## config.mk

```make
export PLATFORM = sky130hd
export DESIGN_NAME = round_robin_voice_allocator_core
export DESIGN_NICKNAME = d
export VERILOG_FILES = /design/src/rtl/core/rrva_pkg.sv /design/src/rtl/core/round_robin_voice_allocator_core.sv /design/src/rtl/core/rrva_front.sv /design/src/rtl/core/rrva_queue.sv /design/src/rtl/core/rrva_back.sv
export SDC_FILE = /design/constraint.sdc
export NUM_CORES = 1
export LEC_CHECK = 0
export ABC_AREA = 1
export BUFFER_PORTS_ARGS = -buffer_cell sky130_fd_sc_hd__buf_2
export CAP_MARGIN = 20
export CORE_ASPECT_RATIO = 0.75
export CORE_UTILIZATION = 60
export CTS_CLUSTER_SIZE = 20
export DETAILED_ROUTE_END_ITERATION = 7
export PLACE_DENSITY = 0.83
export SLEW_MARGIN = 20
export SYNTH_ARGS = -nofsm -noshare
export SYNTH_HDL_FRONTEND = slang
export SYNTH_SLANG_ARGS = --single-unit
```

## constraint.sdc

```tcl
create_clock -name clock -period 11.8 [get_ports clock]
set_clock_uncertainty 0.2 [all_clocks]
set_input_delay 2.36 -clock clock [delete_from_list [all_inputs] [get_ports clock]]
set_output_delay 2.36 -clock clock [all_outputs]
set_load 0.05 [all_outputs]
```

## src/rtl/core/rrva_pkg.sv

```systemverilog
`timescale 1ns / 1ps
package rrva_pkg;

   // Table size and derived widths.
   localparam int MAX_TRACK_COUNT = 16;
   localparam int TIDX_W = (MAX_TRACK_COUNT > 1) ? $clog2(MAX_TRACK_COUNT) : 1;
   localparam int CNT_W = $clog2(MAX_TRACK_COUNT + 1);
   localparam int TRACK_W = 5;
   localparam int LT_W = TRACK_W + 1;

   // Front-to-back queue.
   localparam int QUEUE_DEPTH = 2;
   localparam int QPTR_W = (QUEUE_DEPTH > 1) ? $clog2(QUEUE_DEPTH) : 1;
   localparam int QCNT_W = $clog2(QUEUE_DEPTH + 1);

   // Note values.
   localparam logic [6:0] FREE_NOTE = 7'd120;
   localparam logic [6:0] TOP_NOTE = 7'd119;
   localparam logic [6:0] FULL_VELOCITY = 7'd127;

   // Request functions.
   localparam logic FUNC_PLAY = 1'b0;
   localparam logic FUNC_STOP = 1'b1;

   // Velocity mapping modes.
   localparam logic [1:0] VMODE_CMD = 2'd0;
   localparam logic [1:0] VMODE_INSTR = 2'd1;

   // Register indexes.
   localparam int CSR_IDX_W = 4;
   localparam logic [CSR_IDX_W-1:0] CSR_NUM_TRACKS = 4'd0;
   localparam logic [CSR_IDX_W-1:0] CSR_OCTAVE = 4'd1;
   localparam logic [CSR_IDX_W-1:0] CSR_MULTI_KEY = 4'd2;
   localparam logic [CSR_IDX_W-1:0] CSR_VEL_ENABLE = 4'd3;
   localparam logic [CSR_IDX_W-1:0] CSR_VEL_FROM = 4'd4;
   localparam logic [CSR_IDX_W-1:0] CSR_VEL_TO = 4'd5;
   localparam logic [CSR_IDX_W-1:0] CSR_VEL_MODE = 4'd6;
   localparam logic [CSR_IDX_W-1:0] CSR_VEL_COMMAND = 4'd7;

   typedef struct packed {
      logic [5:0] num_tracks;
      logic [3:0] octave;
      logic       multi_key;
      logic       vel_enable;
      logic [7:0] vel_from;
      logic [7:0] vel_to;
      logic [1:0] vel_mode;
      logic [7:0] vel_command;
   } cfg_type;

   // One classified request as it waits in the queue.
   typedef struct packed {
      logic       func;
      logic [6:0] note;
      logic [7:0] instr;
      logic [7:0] ins_on;
      logic [7:0] mach;
      logic [7:0] cmd;
      logic [7:0] par;
   } job_type;

   typedef struct packed {
      logic [TRACK_W-1:0] track;
      logic               is_release;
      logic [6:0]         note;
      logic [7:0]         instr;
      logic [7:0]         mach;
      logic [7:0]         cmd;
      logic [7:0]         par;
      logic               last;
   } evt_type;

endpackage

```

## src/rtl/core/round_robin_voice_allocator_core.sv

```systemverilog
`timescale 1ns / 1ps
// Round-robin voice allocator. A request word is taken when start is high and
// busy is low; each request yields zero or more event words on the rsp_ ports,
// each shown for exactly one cycle with rsp_valid high, and the receiver cannot
// stall them, so it must take every word as it appears. The final word of a
// request has rsp_last set; a stop that matches no track yields no words. The
// front stage forms the transposed note and the velocity product as the word
// is taken, finishes the divide by 127 and the clamp in the next cycle and then
// hands the request to a two-entry queue, so busy is high in the cycle after
// each accepted word and stays high while the queue is full. The back end walks
// the track table one track per cycle: a stop makes one release pass over the n
// tracks in use; a play makes that pass, in round-robin mode the modulo steps
// that wrap the start point (one more than the number of times n is subtracted,
// at most MAX_TRACK_COUNT + 1) and the search, then the steal check, a second
// release pass if a note is stolen, and the note-on. Successive requests queue
// up, so the sustained rate is set by this table walk. Reset frees every table
// entry. Configuration registers must only be written while the block is idle.
module round_robin_voice_allocator_core (
   input  logic                           clock,
   input  logic                           reset,
   input  logic                           start,
   output logic                           busy,
   input  logic                           req_func,
   input  logic [6:0]                     req_note,
   input  logic [6:0]                     req_velocity,
   input  logic                           req_transpose,
   input  logic [7:0]                     req_instrument,
   input  logic [7:0]                     req_machine,
   output logic                           rsp_valid,
   output logic [rrva_pkg::TRACK_W-1:0]   rsp_track,
   output logic                           rsp_is_release,
   output logic [6:0]                     rsp_note_out,
   output logic [7:0]                     rsp_instrument_out,
   output logic [7:0]                     rsp_machine_out,
   output logic [7:0]                     rsp_command,
   output logic [7:0]                     rsp_parameter_res,
   output logic                           rsp_last,
   input  logic                           csr_valid,
   output logic                           csr_ready,
   input  logic [rrva_pkg::CSR_IDX_W-1:0] csr_index,
   input  logic [7:0]                     csr_wdata
);
   import rrva_pkg::*;

   cfg_type cfg_ff, cfg_in;
   logic    q_full, q_push, q_pop, q_valid;
   job_type q_data, q_head;
   evt_type rsp;

   // Registers are always writable; an unknown index is dropped.
   assign csr_ready = 1'b1;

   always_comb begin
      cfg_in = cfg_ff;
      if (csr_valid) begin
         unique case (csr_index)
            CSR_NUM_TRACKS:  cfg_in.num_tracks = csr_wdata[5:0];
            CSR_OCTAVE:      cfg_in.octave = csr_wdata[3:0];
            CSR_MULTI_KEY:   cfg_in.multi_key = csr_wdata[0];
            CSR_VEL_ENABLE:  cfg_in.vel_enable = csr_wdata[0];
            CSR_VEL_FROM:    cfg_in.vel_from = csr_wdata;
            CSR_VEL_TO:      cfg_in.vel_to = csr_wdata;
            CSR_VEL_MODE:    cfg_in.vel_mode = csr_wdata[1:0];
            CSR_VEL_COMMAND: cfg_in.vel_command = csr_wdata;
            default: begin
               cfg_in = cfg_ff;
            end
         endcase
      end
   end

   always_ff @(posedge clock) begin
      if (reset) begin
         cfg_ff.num_tracks <= 6'd16;
         cfg_ff.octave <= 4'd4;
         cfg_ff.multi_key <= 1'b1;
         cfg_ff.vel_enable <= 1'b0;
         cfg_ff.vel_from <= 8'd0;
         cfg_ff.vel_to <= 8'd255;
         cfg_ff.vel_mode <= VMODE_CMD;
         cfg_ff.vel_command <= 8'd12;
      end else begin
         cfg_ff <= cfg_in;
      end
   end

   // Front end: takes the request word, transposes the note and maps velocity.
   rrva_front u_front (
      .clock          (clock),
      .reset          (reset),
      .cfg            (cfg_ff),
      .start          (start),
      .busy           (busy),
      .req_func       (req_func),
      .req_note       (req_note),
      .req_velocity   (req_velocity),
      .req_transpose  (req_transpose),
      .req_instrument (req_instrument),
      .req_machine    (req_machine),
      .q_full         (q_full),
      .q_push         (q_push),
      .q_data         (q_data)
   );

   // Short queue that lets the front keep taking words during a table walk.
   rrva_queue u_queue (
      .clock     (clock),
      .reset     (reset),
      .push      (q_push),
      .push_data (q_data),
      .full      (q_full),
      .pop       (q_pop),
      .valid     (q_valid),
      .head      (q_head)
   );

   // Back end: release passes, round-robin search, steal and note-on.
   rrva_back u_back (
      .clock     (clock),
      .reset     (reset),
      .cfg       (cfg_ff),
      .q_valid   (q_valid),
      .q_head    (q_head),
      .q_pop     (q_pop),
      .rsp_valid (rsp_valid),
      .rsp       (rsp)
   );

   assign rsp_track = rsp.track;
   assign rsp_is_release = rsp.is_release;
   assign rsp_note_out = rsp.note;
   assign rsp_instrument_out = rsp.instr;
   assign rsp_machine_out = rsp.mach;
   assign rsp_command = rsp.cmd;
   assign rsp_parameter_res = rsp.par;
   assign rsp_last = rsp.last;

   // The flagged word closes a request, and the next request cannot produce a
   // word in the very next cycle.
   a_last_gap : assert property (@(posedge clock) disable iff (reset)
      rsp_valid && rsp_last |=> !rsp_valid)
      else $error("event word directly after a final word");

   // A note-on is always the final word of its request.
   a_on_last : assert property (@(posedge clock) disable iff (reset)
      rsp_valid && !rsp_is_release |-> rsp_last)
      else $error("note-on word not flagged final");

   // Release words carry no note, command or parameter.
   a_rel_clean : assert property (@(posedge clock) disable iff (reset)
      rsp_valid && rsp_is_release |->
         rsp_note_out == 7'd0 && rsp_command == 8'd0 && rsp_parameter_res == 8'd0)
      else $error("release word carries note data");

   // Every event names a track inside the table.
   a_track_range : assert property (@(posedge clock) disable iff (reset)
      rsp_valid |-> 32'(rsp_track) < 32'(MAX_TRACK_COUNT))
      else $error("event track outside the table");

endmodule

```

## src/rtl/core/rrva_front.sv

```systemverilog
`timescale 1ns / 1ps
module rrva_front (
   input  logic               clock,
   input  logic               reset,
   input  rrva_pkg::cfg_type  cfg,
   input  logic               start,
   output logic               busy,
   input  logic               req_func,
   input  logic [6:0]         req_note,
   input  logic [6:0]         req_velocity,
   input  logic               req_transpose,
   input  logic [7:0]         req_instrument,
   input  logic [7:0]         req_machine,
   input  logic               q_full,
   output logic               q_push,
   output rrva_pkg::job_type  q_data
);
   import rrva_pkg::*;

   logic              s1_valid_ff, s1_valid_in;
   logic              func_ff;
   logic [6:0]        note_ff, note_in;
   logic [6:0]        vel_ff;
   logic [7:0]        instr_ff;
   logic [7:0]        mach_ff;
   logic signed [16:0] prod_ff, prod_in;

   logic              accept;
   logic [8:0]        shifted;
   logic signed [8:0] diff;
   logic [15:0]       mag;
   logic [8:0]        q0;
   logic [9:0]        rem;
   logic [8:0]        quo;
   logic signed [9:0] squo;
   logic signed [10:0] mapped;
   logic [7:0]        par_sat;
   logic              do_map;

   assign busy = s1_valid_ff;
   assign accept = start && !s1_valid_ff;
   assign q_push = s1_valid_ff && !q_full;

   // Octave transpose and clamp; the special notes pass unchanged.
   always_comb begin
      shifted = 9'(req_note) + (req_transpose ? 9'(cfg.octave) * 9'd12 : 9'd0);
      if (req_note < FREE_NOTE) begin
         note_in = (shifted > 9'(TOP_NOTE)) ? TOP_NOTE : shifted[6:0];
      end else begin
         note_in = req_note;
      end
      diff = $signed({1'b0, cfg.vel_to}) - $signed({1'b0, cfg.vel_from});
      prod_in = diff * $signed({1'b0, req_velocity});
   end

   // Second stage: truncating divide by 127 via divide by 128 plus correction.
   always_comb begin
      mag = prod_ff[16] ? 16'(-prod_ff) : 16'(prod_ff);
      q0 = mag[15:7];
      rem = 10'(mag[6:0]) + 10'(q0);
      if (rem >= 10'd254) begin
         quo = q0 + 9'd2;
      end else if (rem >= 10'd127) begin
         quo = q0 + 9'd1;
      end else begin
         quo = q0;
      end
      squo = prod_ff[16] ? -$signed({1'b0, quo}) : $signed({1'b0, quo});
      mapped = $signed({3'b000, cfg.vel_from}) + 11'(squo);
      if (mapped > 11'sd255) begin
         par_sat = 8'd255;
      end else if (mapped < 11'sd0) begin
         par_sat = 8'd0;
      end else begin
         par_sat = mapped[7:0];
      end
      do_map = (vel_ff != FULL_VELOCITY) && cfg.vel_enable;

      q_data.func = func_ff;
      q_data.note = note_ff;
      q_data.instr = instr_ff;
      q_data.mach = mach_ff;
      q_data.ins_on = instr_ff;
      q_data.cmd = 8'd0;
      q_data.par = 8'd0;
      if (do_map && cfg.vel_mode == VMODE_CMD) begin
         q_data.cmd = cfg.vel_command;
         q_data.par = par_sat;
      end else if (do_map && cfg.vel_mode == VMODE_INSTR) begin
         q_data.ins_on = par_sat;
      end
   end

   always_comb begin
      s1_valid_in = s1_valid_ff;
      if (accept) begin
         s1_valid_in = 1'b1;
      end else if (q_push) begin
         s1_valid_in = 1'b0;
      end
   end

   always_ff @(posedge clock) begin
      if (reset) begin
         s1_valid_ff <= 1'b0;
      end else begin
         s1_valid_ff <= s1_valid_in;
      end
   end

   always_ff @(posedge clock) begin
      if (accept) begin
         func_ff <= req_func;
         note_ff <= note_in;
         vel_ff <= req_velocity;
         instr_ff <= req_instrument;
         mach_ff <= req_machine;
         prod_ff <= prod_in;
      end
   end

endmodule

```

## src/rtl/core/rrva_queue.sv

```systemverilog
`timescale 1ns / 1ps
module rrva_queue (
   input  logic              clock,
   input  logic              reset,
   input  logic              push,
   input  rrva_pkg::job_type push_data,
   output logic              full,
   input  logic              pop,
   output logic              valid,
   output rrva_pkg::job_type head
);
   import rrva_pkg::*;

   job_type           mem_ff [QUEUE_DEPTH];
   logic [QPTR_W-1:0] wr_ptr_ff, wr_ptr_in;
   logic [QPTR_W-1:0] rd_ptr_ff, rd_ptr_in;
   logic [QCNT_W-1:0] count_ff, count_in;
   logic              do_push, do_pop;

   assign full = (count_ff == QCNT_W'(QUEUE_DEPTH));
   assign valid = (count_ff != '0);
   assign head = mem_ff[rd_ptr_ff];
   assign do_push = push && !full;
   assign do_pop = pop && valid;

   always_comb begin
      wr_ptr_in = wr_ptr_ff;
      rd_ptr_in = rd_ptr_ff;
      count_in = count_ff;
      if (do_push) begin
         wr_ptr_in = (wr_ptr_ff == QPTR_W'(QUEUE_DEPTH - 1)) ? '0 : wr_ptr_ff + 1'b1;
      end
      if (do_pop) begin
         rd_ptr_in = (rd_ptr_ff == QPTR_W'(QUEUE_DEPTH - 1)) ? '0 : rd_ptr_ff + 1'b1;
      end
      if (do_push && !do_pop) begin
         count_in = count_ff + 1'b1;
      end else if (do_pop && !do_push) begin
         count_in = count_ff - 1'b1;
      end
   end

   always_ff @(posedge clock) begin
      if (reset) begin
         wr_ptr_ff <= '0;
         rd_ptr_ff <= '0;
         count_ff <= '0;
      end else begin
         wr_ptr_ff <= wr_ptr_in;
         rd_ptr_ff <= rd_ptr_in;
         count_ff <= count_in;
      end
   end

   always_ff @(posedge clock) begin
      if (do_push) begin
         mem_ff[wr_ptr_ff] <= push_data;
      end
   end

endmodule

```

## src/rtl/core/rrva_back.sv

```systemverilog
`timescale 1ns / 1ps
module rrva_back (
   input  logic              clock,
   input  logic              reset,
   input  rrva_pkg::cfg_type cfg,
   input  logic              q_valid,
   input  rrva_pkg::job_type q_head,
   output logic              q_pop,
   output logic              rsp_valid,
   output rrva_pkg::evt_type rsp
);
   import rrva_pkg::*;

   localparam logic [2:0] B_IDLE = 3'd0;
   localparam logic [2:0] B_REL = 3'd1;
   localparam logic [2:0] B_MOD = 3'd2;
   localparam logic [2:0] B_SRCH = 3'd3;
   localparam logic [2:0] B_STEAL = 3'd4;
   localparam logic [2:0] B_PLAY = 3'd5;
   localparam logic [2:0] B_FIN = 3'd6;

   logic [2:0]         state_ff, state_in;
   job_type            cur_ff, cur_in;
   logic [TIDX_W-1:0]  idx_ff, idx_in;
   logic [TIDX_W-1:0]  cnt_ff, cnt_in;
   logic [TIDX_W-1:0]  pick_ff, pick_in;
   logic [LT_W-1:0]    r_ff, r_in;
   logic [6:0]         target_ff, target_in;
   logic               second_ff, second_in;
   logic [TRACK_W-1:0] last_track_ff, last_track_in;
   logic [6:0]         tn_ff [MAX_TRACK_COUNT];
   logic               pend_valid_ff, pend_valid_in;
   evt_type            pend_ff, pend_in;
   logic               rsp_valid_ff, rsp_valid_in;
   evt_type            rsp_ff, rsp_in;

   logic               tn_we;
   logic [TIDX_W-1:0]  tn_wa;
   logic [6:0]         tn_wd;
   logic [6:0]         rd_note;
   logic [CNT_W-1:0]   ntr;
   logic [CNT_W-1:0]   n_m1;
   logic               at_end;
   logic [TIDX_W-1:0]  idx_wrap;
   logic               emit_v;
   evt_type            emit_e;

   assign rsp_valid = rsp_valid_ff;
   assign rsp = rsp_ff;
   assign q_pop = (state_ff == B_IDLE) && q_valid;
   assign rd_note = tn_ff[idx_ff];

   always_comb begin
      if (cfg.num_tracks == 6'd0) begin
         ntr = CNT_W'(1);
      end else if (cfg.num_tracks > 6'(MAX_TRACK_COUNT)) begin
         ntr = CNT_W'(MAX_TRACK_COUNT);
      end else begin
         ntr = CNT_W'(cfg.num_tracks);
      end
      n_m1 = ntr - 1'b1;
      at_end = (CNT_W'(idx_ff) == n_m1);
      idx_wrap = at_end ? '0 : idx_ff + 1'b1;
   end

   always_comb begin
      state_in = state_ff;
      cur_in = cur_ff;
      idx_in = idx_ff;
      cnt_in = cnt_ff;
      pick_in = pick_ff;
      r_in = r_ff;
      target_in = target_ff;
      second_in = second_ff;
      last_track_in = last_track_ff;
      tn_we = 1'b0;
      tn_wa = idx_ff;
      tn_wd = FREE_NOTE;
      emit_v = 1'b0;
      emit_e.track = TRACK_W'(idx_ff);
      emit_e.is_release = 1'b1;
      emit_e.note = 7'd0;
      emit_e.instr = cur_ff.instr;
      emit_e.mach = cur_ff.mach;
      emit_e.cmd = 8'd0;
      emit_e.par = 8'd0;
      emit_e.last = 1'b0;

      unique case (state_ff)
         B_IDLE: begin
            if (q_valid) begin
               cur_in = q_head;
               target_in = q_head.note;
               second_in = 1'b0;
               idx_in = '0;
               state_in = B_REL;
            end
         end
         B_REL: begin
            if (rd_note == target_ff) begin
               tn_we = 1'b1;
               emit_v = 1'b1;
            end
            if (!at_end) begin
               idx_in = idx_ff + 1'b1;
            end else if (second_ff) begin
               state_in = B_PLAY;
            end else if (cur_ff.func == FUNC_STOP) begin
               state_in = B_FIN;
            end else if (!cfg.multi_key) begin
               pick_in = '0;
               idx_in = '0;
               state_in = B_STEAL;
            end else begin
               r_in = LT_W'(last_track_ff) + LT_W'(1);
               state_in = B_MOD;
            end
         end
         B_MOD: begin
            if (r_ff >= LT_W'(ntr)) begin
               r_in = r_ff - LT_W'(ntr);
            end else begin
               idx_in = (LT_W'(last_track_ff) < LT_W'(ntr)) ? r_ff[TIDX_W-1:0] : '0;
               cnt_in = '0;
               state_in = B_SRCH;
            end
         end
         B_SRCH: begin
            if (rd_note == FREE_NOTE) begin
               pick_in = idx_ff;
               state_in = B_STEAL;
            end else if (CNT_W'(cnt_ff) == n_m1) begin
               pick_in = r_ff[TIDX_W-1:0];
               idx_in = r_ff[TIDX_W-1:0];
               state_in = B_STEAL;
            end else begin
               idx_in = idx_wrap;
               cnt_in = cnt_ff + 1'b1;
            end
         end
         B_STEAL: begin
            last_track_in = TRACK_W'(pick_ff);
            if (rd_note < FREE_NOTE) begin
               target_in = rd_note;
               second_in = 1'b1;
               idx_in = '0;
               state_in = B_REL;
            end else begin
               state_in = B_PLAY;
            end
         end
         B_PLAY: begin
            tn_we = 1'b1;
            tn_wa = pick_ff;
            tn_wd = cur_ff.note;
            emit_v = 1'b1;
            emit_e.track = TRACK_W'(pick_ff);
            emit_e.is_release = 1'b0;
            emit_e.note = cur_ff.note;
            emit_e.instr = cur_ff.ins_on;
            emit_e.cmd = cur_ff.cmd;
            emit_e.par = cur_ff.par;
            state_in = B_FIN;
         end
         B_FIN: begin
            state_in = B_IDLE;
         end
         default: begin
            state_in = B_IDLE;
         end
      endcase
   end

   // One event is held back so that the final one can be flagged.
   always_comb begin
      rsp_valid_in = 1'b0;
      rsp_in = rsp_ff;
      pend_valid_in = pend_valid_ff;
      pend_in = pend_ff;
      if (state_ff == B_FIN) begin
         if (pend_valid_ff) begin
            rsp_valid_in = 1'b1;
            rsp_in = pend_ff;
            rsp_in.last = 1'b1;
         end
         pend_valid_in = 1'b0;
      end else if (emit_v) begin
         if (pend_valid_ff) begin
            rsp_valid_in = 1'b1;
            rsp_in = pend_ff;
            rsp_in.last = 1'b0;
         end
         pend_valid_in = 1'b1;
         pend_in = emit_e;
      end
   end

   always_ff @(posedge clock) begin
      if (reset) begin
         state_ff <= B_IDLE;
         last_track_ff <= '0;
         pend_valid_ff <= 1'b0;
         rsp_valid_ff <= 1'b0;
         for (int i = 0; i < MAX_TRACK_COUNT; i++) begin
            tn_ff[i] <= FREE_NOTE;
         end
      end else begin
         state_ff <= state_in;
         last_track_ff <= last_track_in;
         pend_valid_ff <= pend_valid_in;
         rsp_valid_ff <= rsp_valid_in;
         if (tn_we) begin
            tn_ff[tn_wa] <= tn_wd;
         end
      end
   end

   always_ff @(posedge clock) begin
      cur_ff <= cur_in;
      idx_ff <= idx_in;
      cnt_ff <= cnt_in;
      pick_ff <= pick_in;
      r_ff <= r_in;
      target_ff <= target_in;
      second_ff <= second_in;
      pend_ff <= pend_in;
      rsp_ff <= rsp_in;
   end

endmodule

```

== Yosys cells after proc, flatten, opt, wreduce, memory -nomap -nowiden ==
Memory sizes are Yosys's and may differ from the RTL's. A register that Yosys moved wholly into a read port is not among the register bits.
Cells that the tools add are included.

* Bits in registers: 265
* Memory bits (writable): 208
* Bits of input ports: 48
* Output and inout port bits: 49
* Word-level logic and storage cells: 250
* Memories: 2

{| class="wikitable"
|+ Memories
! memory !! depth !! width !! read ports !! clocked after Yosys merged registers in !! write ports !! line !! source
|-
| u_back.tn_ff || 16 || 7 || 1 || 1 || 16 || rrva_back.sv:31 || <nowiki>logic [6:0] tn_ff [MAX_TRACK_COUNT];</nowiki>
|-
| u_queue.mem_ff || 2 || 48 || 1 || 1 || 1 || rrva_queue.sv:14 || <nowiki>job_type mem_ff [QUEUE_DEPTH];</nowiki>
|}

* Add/subtract/negate cells: 17
* Multiply operators: 2
* Order comparisons: 10
* Equal/unequal tests: 35
* Multiplexer cells: 87
* Bitwise operators: 1
* Reductions and logical operators: 46

{| class="wikitable"
|+ Operators with widths
! cell !! number
|-
| $mux 46 || 4
|-
| $mux 4 || 20
|-
| $mux 7 || 6
|-
| $mux 8 || 5
|-
| $mux 16 || 2
|-
| $mux 6 || 5
|-
| $mux 3 || 9
|-
| $reduce_and 2->1 || 11
|-
| $mux 1 || 20
|-
| $mux 20 || 1
|-
| $pmux 4 s5 || 1
|-
| $mux 9 || 2
|-
| $pmux 3 s6 || 1
|-
| $mul 9x8->17 || 1
|-
| $eq 4x3->1 const B || 4
|-
| $neg 16->16 || 1
|-
| $pmux 4 s2 || 2
|-
| $reduce_bool 2->1 || 8
|-
| $lt 7x7->1 const B || 2
|-
| $ne 2x2->1 const B || 7
|-
| $pmux 7 s2 || 1
|-
| $pmux 6 s2 || 1
|-
| $reduce_and 6->1 || 2
|-
| $add 9x10->11 || 1
|-
| 53 further kinds || 81
|}

== Depth between registers and ports, before layout ==
Gate-level depths: netlist of run 1.

* Depth in word-level cells: 14
* Depth in mapped cells: 42
* Depth with buffers taken out: 42

== Modules after synthesis ==
A second synthesis of run 1 with hierarchy kept.

* Cells, all modules: 2512
* Area total of the unflattened synthesis: 25012.7 µm²

{| class="wikitable"
|+ Modules (own cells, without submodules)
! module !! instances !! cells each !! area an instance (µm²) !! sequential area each (µm²)
|-
| rrva_back || 1 || 1182 || 12538.3 || 8518.2
|-
| rrva_front || 1 || 915 || 7091.8 || 1461.4
|-
| rrva_queue || 1 || 186 || 3782.4 || 2982.9
|-
| round_robin_voice_allocator_core || 1 || 229 || 1600.3 || 760.7
|}

== Worst setup path before layout of run 1 ==
Ideal clock, no wire load.

* Kind: input -> register
* From: input port req_velocity[5]
* To: register u_front.prod_ff[16] (data pin)
* Library setup time: 262 ps
* Arrival: 6044 ps
* Data required time: 11338 ps
* Setup slack: 5294 ps
* Stages on the path: 21
* Buffers on the path: 0
* Cell sequence: inv_1 nor2_1 ha_1 inv_1 fa_1 inv_1 fa_1 fa_1 ha_1 nand2_1 o21ai_0 nand3_1 nand2_1 a21oi_1 o21bai_1 a21oi_1 o21bai_1 nand2_1 nand2_1 a21oi_1 xor2_1

* Word-level cells in the longest chain between the ends: 1

{| class="wikitable"
|+ RTL lines
! item !! line !! source
|-
| start, declared || round_robin_voice_allocator_core.sv:25 || <nowiki>input logic [6:0] req_velocity,</nowiki>
|-
| $mul 9x8->17 || rrva_front.sv:53 || <nowiki>prod_in = diff * $signed({1'b0, req_velocity});</nowiki>
|-
| named net u_front.prod_in[16] || rrva_front.sv:26 || <nowiki>logic signed [16:0] prod_ff, prod_in;</nowiki>
|-
| end signal, assigned || rrva_front.sv:118 || <nowiki>prod_ff <= prod_in;</nowiki>
|-
| end, declared || rrva_front.sv:26 ||
|}

The timed path passes the listed nets, and every way through them passes these cells.
A chain may end at the register's enable or synchronous reset.

==> impl_metrics.json, run 1 <==
{
  "status": "complete, no violations",
  "syn_inst": 2250,
  "min_path_cells": 0,
  "gp_congestion": 0.903,
  "routed_wirelength_mm": 53.2,
  "yosys.area_share.xor_xnor_pct": 2.52,
  "die_area_sq_um": 40800,
  "timing.rr.start": "u_front.prod_ff[16]$_DFFE_PP_",
  "maxCapViolations": 0,
  "synth_fa_ha_area_share_pct": 9.13,
  "final_cell_mix": "edfxtp_1, nand2_1, inv_1",
  "path_class": "flip-flop to flip-flop",
  "initial_core_util_pct": 60.8,
  "finalPower_mw": 6.68,
  "fill_cells": 2738,
  "place_area_sq_um": 25100,
  "max-clock-path-buffers": 3,
  "r2r_cells": 36,
  "synthDistinctLibCells": 49,
  "synth_seq_cells": 476,
  "synth_area_leaders": "edfxtp_1, nand2_1, inv_1",
  "die_x_um": 233,
  "ant_nets": 0,
  "yosysTopAreaCell": "edfxtp_1",
  "synth.area.mux_share_pct": 3.42,
  "final.period_utilization_pct": 61.3,
  "grt_max_degree": 85,
  "first_pass_iters": 5,
  "setup_violations": 0,
  "core_sq_um": 39500,
  "grt_pass1_wl_mm": 84.0,
  "ios": 97,
  "finalCriticalPeriod_ns": 7.24,
  "cp_top_family": "compound AO/OA/AOI/OAI gates",
  "cts_tree": "done",
  "antenna_found_initial": 0,
  "drive_gt1_share_pct": 12.8,
  "synth_edf_count": 419,
  "h-tree-depth": 2,
  "cts.reportedPaths.clkPinSlew_ns": 0.06,
  "cts_resized": 0,
  "setup_tns_ns": 0,
  "start_kind": "flip-flop",
  "netlist_area_sq_um": 24000,
  "syn_area_per_cell_sq_um": 10.7,
  "post_cts_buffers": 0,
  "io_buffer_count": 94,
  "routed_via_density": 5.66,
  "antenna-diode-count": 0,
  "detail_route.wl_per_cell_um": 18.3,
  "clock_sinks": 476,
  "critPathMostFrequentCell": "nand2_1",
  "hold_viol": 0,
  "ys_seq_area_share_pct": 57.1,
  "crit_arrival_ns": 7.32,
  "r2r_end": "u_queue.mem_ff[0][24]$_DFFE_PP_",
  "layout_commonest_cell": "edfxtp_1",
  "synth_top_area_share_pct": 52.4,
  "cts_made_buffers": 43,
  "cts_root_buf": "clkbuf_16",
  "syn-num-nets": 2439,
  "max_stage_delay_ns": 0.96,
  "slew_headroom_pct": 34.6,
  "r2r_slack_ns": 4.56,
  "track_usage_pct": 26.4,
  "clock_latency_ns": 0.57,
  "fin_ws_ns": 4.56,
  "max_freq_mhz": 138,
  "area_growth_pct": 10.2,
  "critPathBufInv": 6,
  "postLayoutCellArea_sq_um": 26500,
  "drc": 0,
  "die_y_um": 175,
  "ir_drop_mv": 0.217,
  "worst-path-max-fanout": 25,
  "crit_required_ns": 11.88,
  "rsz0062_at_grt": "no",
  "worst_pin_slew_ns": 0.978,
  "synth_top_family_by_area": "simple AND/OR/NAND/NOR gates",
  "hold_path.class": "flip-flop to flip-flop",
  "critPathCaptureType": "flip-flop",
  "ys_async_sr_fraction_pct": 0,
  "nets": 2540,
  "synth-compound-area-share_pct": 6.90,
  "worst_hold_slack_ns": 0.218,
  "ys.flop_type": "edfxtp_1",
  "hold_path_end": "u_back.rsp[19]$_DFFE_PP_",
  "p_leak_nw": 10.8,
  "hold_start": "u_back.pend_ff[19]$_DFFE_PP_",
  "gr-total-overflow": 0,
  "fp-row-count": 63,
  "dp_hpwl_mm": 37.6,
  "worst_path_max_delay_cell": "edfxtp_1",
  "maxSlewViolCount": 0,
  "pre_cts_slack_ns": 4.76,
  "multi_input_area_sq_um": 8720,
  "regArea_sq_um": 13700,
  "powerDensity_nw_per_um2": 252,
  "first_iter_violations": 1721,
  "vias": 16434,
  "ctsHoldBuffers": 0,
  "ys_warn_count": 0,
  "synth-simple-area-share_pct": 14.1,
  "grt_pass1_vias": 16426
}
synthesized netlist by cell type, types with 7 or more instances:
cell type and count:
a31oi_1 8, xor2_1 47, a21oi_1 113, inv_1 354
edfxtp_1 419, mux2_2 48, nand3_2 16, o211ai_1 32
ha_1 84, nand2_2 17, inv_2 9, nor2_1 240
nand2_4 10, dfxtp_1 57, xnor2_1 22, mux2i_1 28
fa_1 57, o21ai_0 118, buf_1 7, nand3_1 66
nand4_1 13, nor3_1 11, nand2_1 365, a211oi_1 7
clkbuf_1 37
stage by stage:
step | std cells | util, %
after CTS | 2903 | 67.0
final | 2904 | 67.0
after floorplan | 2250 | -
after detailed placement | 2825 | 63.4
after global routing | 2904 | 67.0
after global placement | 2825 | 63.4
sequential cells by signal, indices dropped and copies added, names as in the netlist, 6 cells and up, named ones only:
register          cells
u_back.rsp           45
u_back.cur_ff        48
u_front.mach_ff       8
u_front.instr_ff      8
u_front.prod_ff      17
u_back.tn_ff        112
u_back.pend_ff       44
u_back.target_ff      7
cfg_ff               38
u_queue.mem_ff       96
u_front.vel_ff        7
u_back.r_ff           6
u_front.note_ff       7
per-layer routing:
metal	global-route usage [%]	share of wire (%)	vias up
met5	0	0	-
met4	6.62	2.2	0
met3	4.85	8.2	106
met2	44.3	49	725
met1	35.6	41	7920
li1	-	-	7683
worst max-delay path by stage:
stage,from,endpoint,cells after the start
3_5_place_dp,u_front.prod_ff[16]$_DFFE_PP_,u_queue.mem_ff[1][24]$_DFFE_PP_,36
3_3_place_gp,req_velocity[4],u_front.prod_ff[16]$_DFFE_PP_,20
4_1_cts,u_front.prod_ff[16]$_DFFE_PP_,u_queue.mem_ff[0][24]$_DFFE_PP_,36
5_1_grt,u_front.prod_ff[16]$_DFFE_PP_,u_queue.mem_ff[0][24]$_DFFE_PP_,36
6_report,u_front.prod_ff[16]$_DFFE_PP_,u_queue.mem_ff[0][24]$_DFFE_PP_,36
2_1_floorplan,req_velocity[5],u_front.prod_ff[16]$_DFFE_PP_,21
cell families after synthesis:
| logic type | Yosys count |
|---|---|
| mux | 76 |
| flops | 476 |
| other cells | 2 |
| compound gates | 299 |
| simple gates | 765 |
| fa+ha+maj | 141 |
| buf+inv | 422 |
| xor+xnor | 69 |
area by class of cell:
class	instances	area share, %
sequential	476	51.9
multi-input combinational	1352	32.9
inverter	368	5.22
clock buffer	58	4.39
tap	520	2.46
timing repair buffer	110	2.25
clock inverter	20	0.889
power by group:
part	switching, mW	internal, mW
clock network	0.615	0.785
registers	0.132	2.18
logic	1.94	1.03
total	2.69	3.99
Power figures use the tool's default switching activity.
==> run 2: changes to the inputs <==
clock period = 7.6 ns   (was 11.8 ns; I/O delays follow)
==> impl_metrics.json, run 2 (synthesized netlist as in run 1, its figures left out) <==
{
  "status": "complete, no violations",
  "hold_path.class": "flip-flop to flip-flop",
  "fp-row-count": 63,
  "routed_via_density": 5.70,
  "timing.rr.start": "u_front.prod_ff[0]$_DFFE_PP_",
  "ctsHoldBuffers": 0,
  "nets": 2541,
  "die_y_um": 175,
  "cts_tree": "done",
  "clock_latency_ns": 0.57,
  "max_freq_mhz": 146,
  "initial_core_util_pct": 60.8,
  "post_cts_buffers": 0,
  "path_class": "flip-flop to flip-flop",
  "worst-path-max-fanout": 12,
  "p_leak_nw": 10.8,
  "ir_drop_mv": 0.393,
  "drt-met1-wl_mm": 21.7,
  "detail_route.wl_per_cell_um": 18.6,
  "r2r_end": "u_queue.mem_ff[0][28]$_DFFE_PP_",
  "rsz0062_at_grt": "no",
  "setup_tns_ns": 0,
  "grt_pass1_vias": 16459,
  "die_area_sq_um": 40800,
  "slew_headroom_pct": 26.3,
  "fill_cells": 2747,
  "crit_arrival_ns": 6.96,
  "ant_nets": 0,
  "worst_path_max_delay_cell": "xor2_1",
  "critPathMostFrequentCell": "nand2_1",
  "max_stage_delay_ns": 0.52,
  "hold_path_end": "u_back.pend_ff[23]$_DFFE_PP_",
  "reg.largest.list": "u_back.tn_ff: 112 flops, u_queue.mem_ff: 96 flops, u_back.cur_ff: 48 flops",
  "die_x_um": 233,
  "cts_made_buffers": 43,
  "io_buffer_count": 94,
  "finalCriticalPeriod_ns": 6.86,
  "area_growth_pct": 10.4,
  "drive_gt1_share_pct": 13.0,
  "r2r_slack_ns": 0.74,
  "final_cell_mix": "edfxtp_1, nand2_1, inv_1",
  "largest_register_ffs": 112,
  "track_usage_pct": 26.3,
  "antenna_found_initial": 0,
  "h-tree-depth": 2,
  "highest_layer": "met4",
  "hold_viol": 0,
  "cts_root_buf": "clkbuf_16",
  "maxCapViolations": 0,
  "worst_pin_slew_ns": 1.10,
  "critPathCaptureType": "flip-flop",
  "min_path_cells": 0,
  "antenna-diode-count": 0,
  "hold_start": "u_back.cur_ff[22]$_DFFE_PP_",
  "layout_commonest_cell": "edfxtp_1",
  "cts.reportedPaths.clkPinSlew_ns": 0.07,
  "setup_violations": 0,
  "grt_pass1_wl_mm": 83.8,
  "met3_length_mm": 5.15,
  "start_kind": "flip-flop",
  "crit_required_ns": 7.69,
  "dp_hpwl_mm": 37.9,
  "maxSlewViolCount": 0,
  "grt_max_degree": 60,
  "vias": 16578,
  "gp_congestion": 0.931,
  "final.period_utilization_pct": 90.3,
  "r2r_cells": 40,
  "wl_met2_mm": 25.9,
  "gr-total-overflow": 0,
  "finalPower_mw": 10.5,
  "first_pass_iters": 6,
  "powerDensity_nw_per_um2": 396,
  "max-clock-path-buffers": 3,
  "cts_resized": 0,
  "ios": 97,
  "routed_wirelength_mm": 54.1,
  "drc": 0,
  "core_sq_um": 39500,
  "regMostFlops": "u_back.tn_ff",
  "clock_sinks": 476,
  "first_iter_violations": 1799
}
run 2: changes by cell type in the layout (fill, tap and decap cells not counted), moves of 2 or more:
| cell | change |
|---|---|
| clkbuf_1 | -5 |
| clkbuf_8 | +5 |
| clkinv_2 | +4 |
| buf_4 | +2 |
| clkinv_8 | -2 |
| clkinvlp_4 | -2 |
run 2: area by class of cell:
cell class	count	area, sq um	share of cell area, %
flip-flops and latches	476	13700	51.8
multi-input cells	1352	8710	32.9
inverters	368	1380	5.21
clock buffers	58	1210	4.57
well taps	520	651	2.45
repair buffers	111	598	2.26
clock inverters	21	228	0.859
run 2: where the power goes:
group          total [mW]  switching [mW]  internal, mW
Sequential           3.61           0.230          3.38
Combinational        4.67            3.08          1.60
Clock                2.23           0.962          1.26
Total                10.5            4.27          6.24
run 2: worst max path at each step:
| stage | start | end | slack (ns) | depth (start not counted) |
|---|---|---|---|---|
| 2_1_floorplan | u_front.prod_ff[0]$_DFFE_PP_ | u_queue.mem_ff[0][25]$_DFFE_PP_ | 1.81 | 41 |
| 3_3_place_gp | u_front.prod_ff[0]$_DFFE_PP_ | u_queue.mem_ff[0][27]$_DFFE_PP_ | 1.21 | 40 |
| 3_5_place_dp | u_front.prod_ff[1]$_DFFE_PP_ | u_queue.mem_ff[0][27]$_DFFE_PP_ | 0.94 | 40 |
| 4_1_cts | u_front.prod_ff[1]$_DFFE_PP_ | u_queue.mem_ff[0][28]$_DFFE_PP_ | 0.81 | 40 |
| 5_1_grt | u_front.prod_ff[1]$_DFFE_PP_ | u_queue.mem_ff[0][28]$_DFFE_PP_ | 0.19 | 40 |
| 6_report | u_front.prod_ff[0]$_DFFE_PP_ | u_queue.mem_ff[0][28]$_DFFE_PP_ | 0.74 | 40 |
run 2: worst max-delay path: cells and delay by family (launching register included):
kind / cells / cell delay, ns
xor gates and xnor gates: 2 / 0.66
adders and majority gates: 4 / 1.14
DFF: 1 / 0.43
AOI/OAI and AO/OA: 10 / 1.84
and+or+nand+nor: 17 / 1.78
buffers and inverters: 7 / 0.54
run 2: per-layer routing:
metal	track usage, %	vias to the layer above
li1	-	7685
met1	35.8	7979
met2	43.5	800
met3	4.76	114
met4	7.22	0
met5	0	-
run 2: stage by stage:
| step | utilization [%] | setup WS, ns | instances | cell area, sq um | hold slack, ns |
|---|---|---|---|---|---|
| floorplan | - | 1.81 | 2250 | 24000 | 0.200 |
| global placement | 63.5 | 1.21 | 2827 | 25100 | 0.201 |
| detailed placement | 63.5 | 0.940 | 2827 | 25100 | 0.205 |
| CTS | 67.1 | 0.807 | 2906 | 26500 | 0.217 |
| global route | 67.1 | 0.186 | 2906 | 26500 | 0.225 |
| finish | 67.1 | 0.738 | 2906 | 26500 | 0.217 |
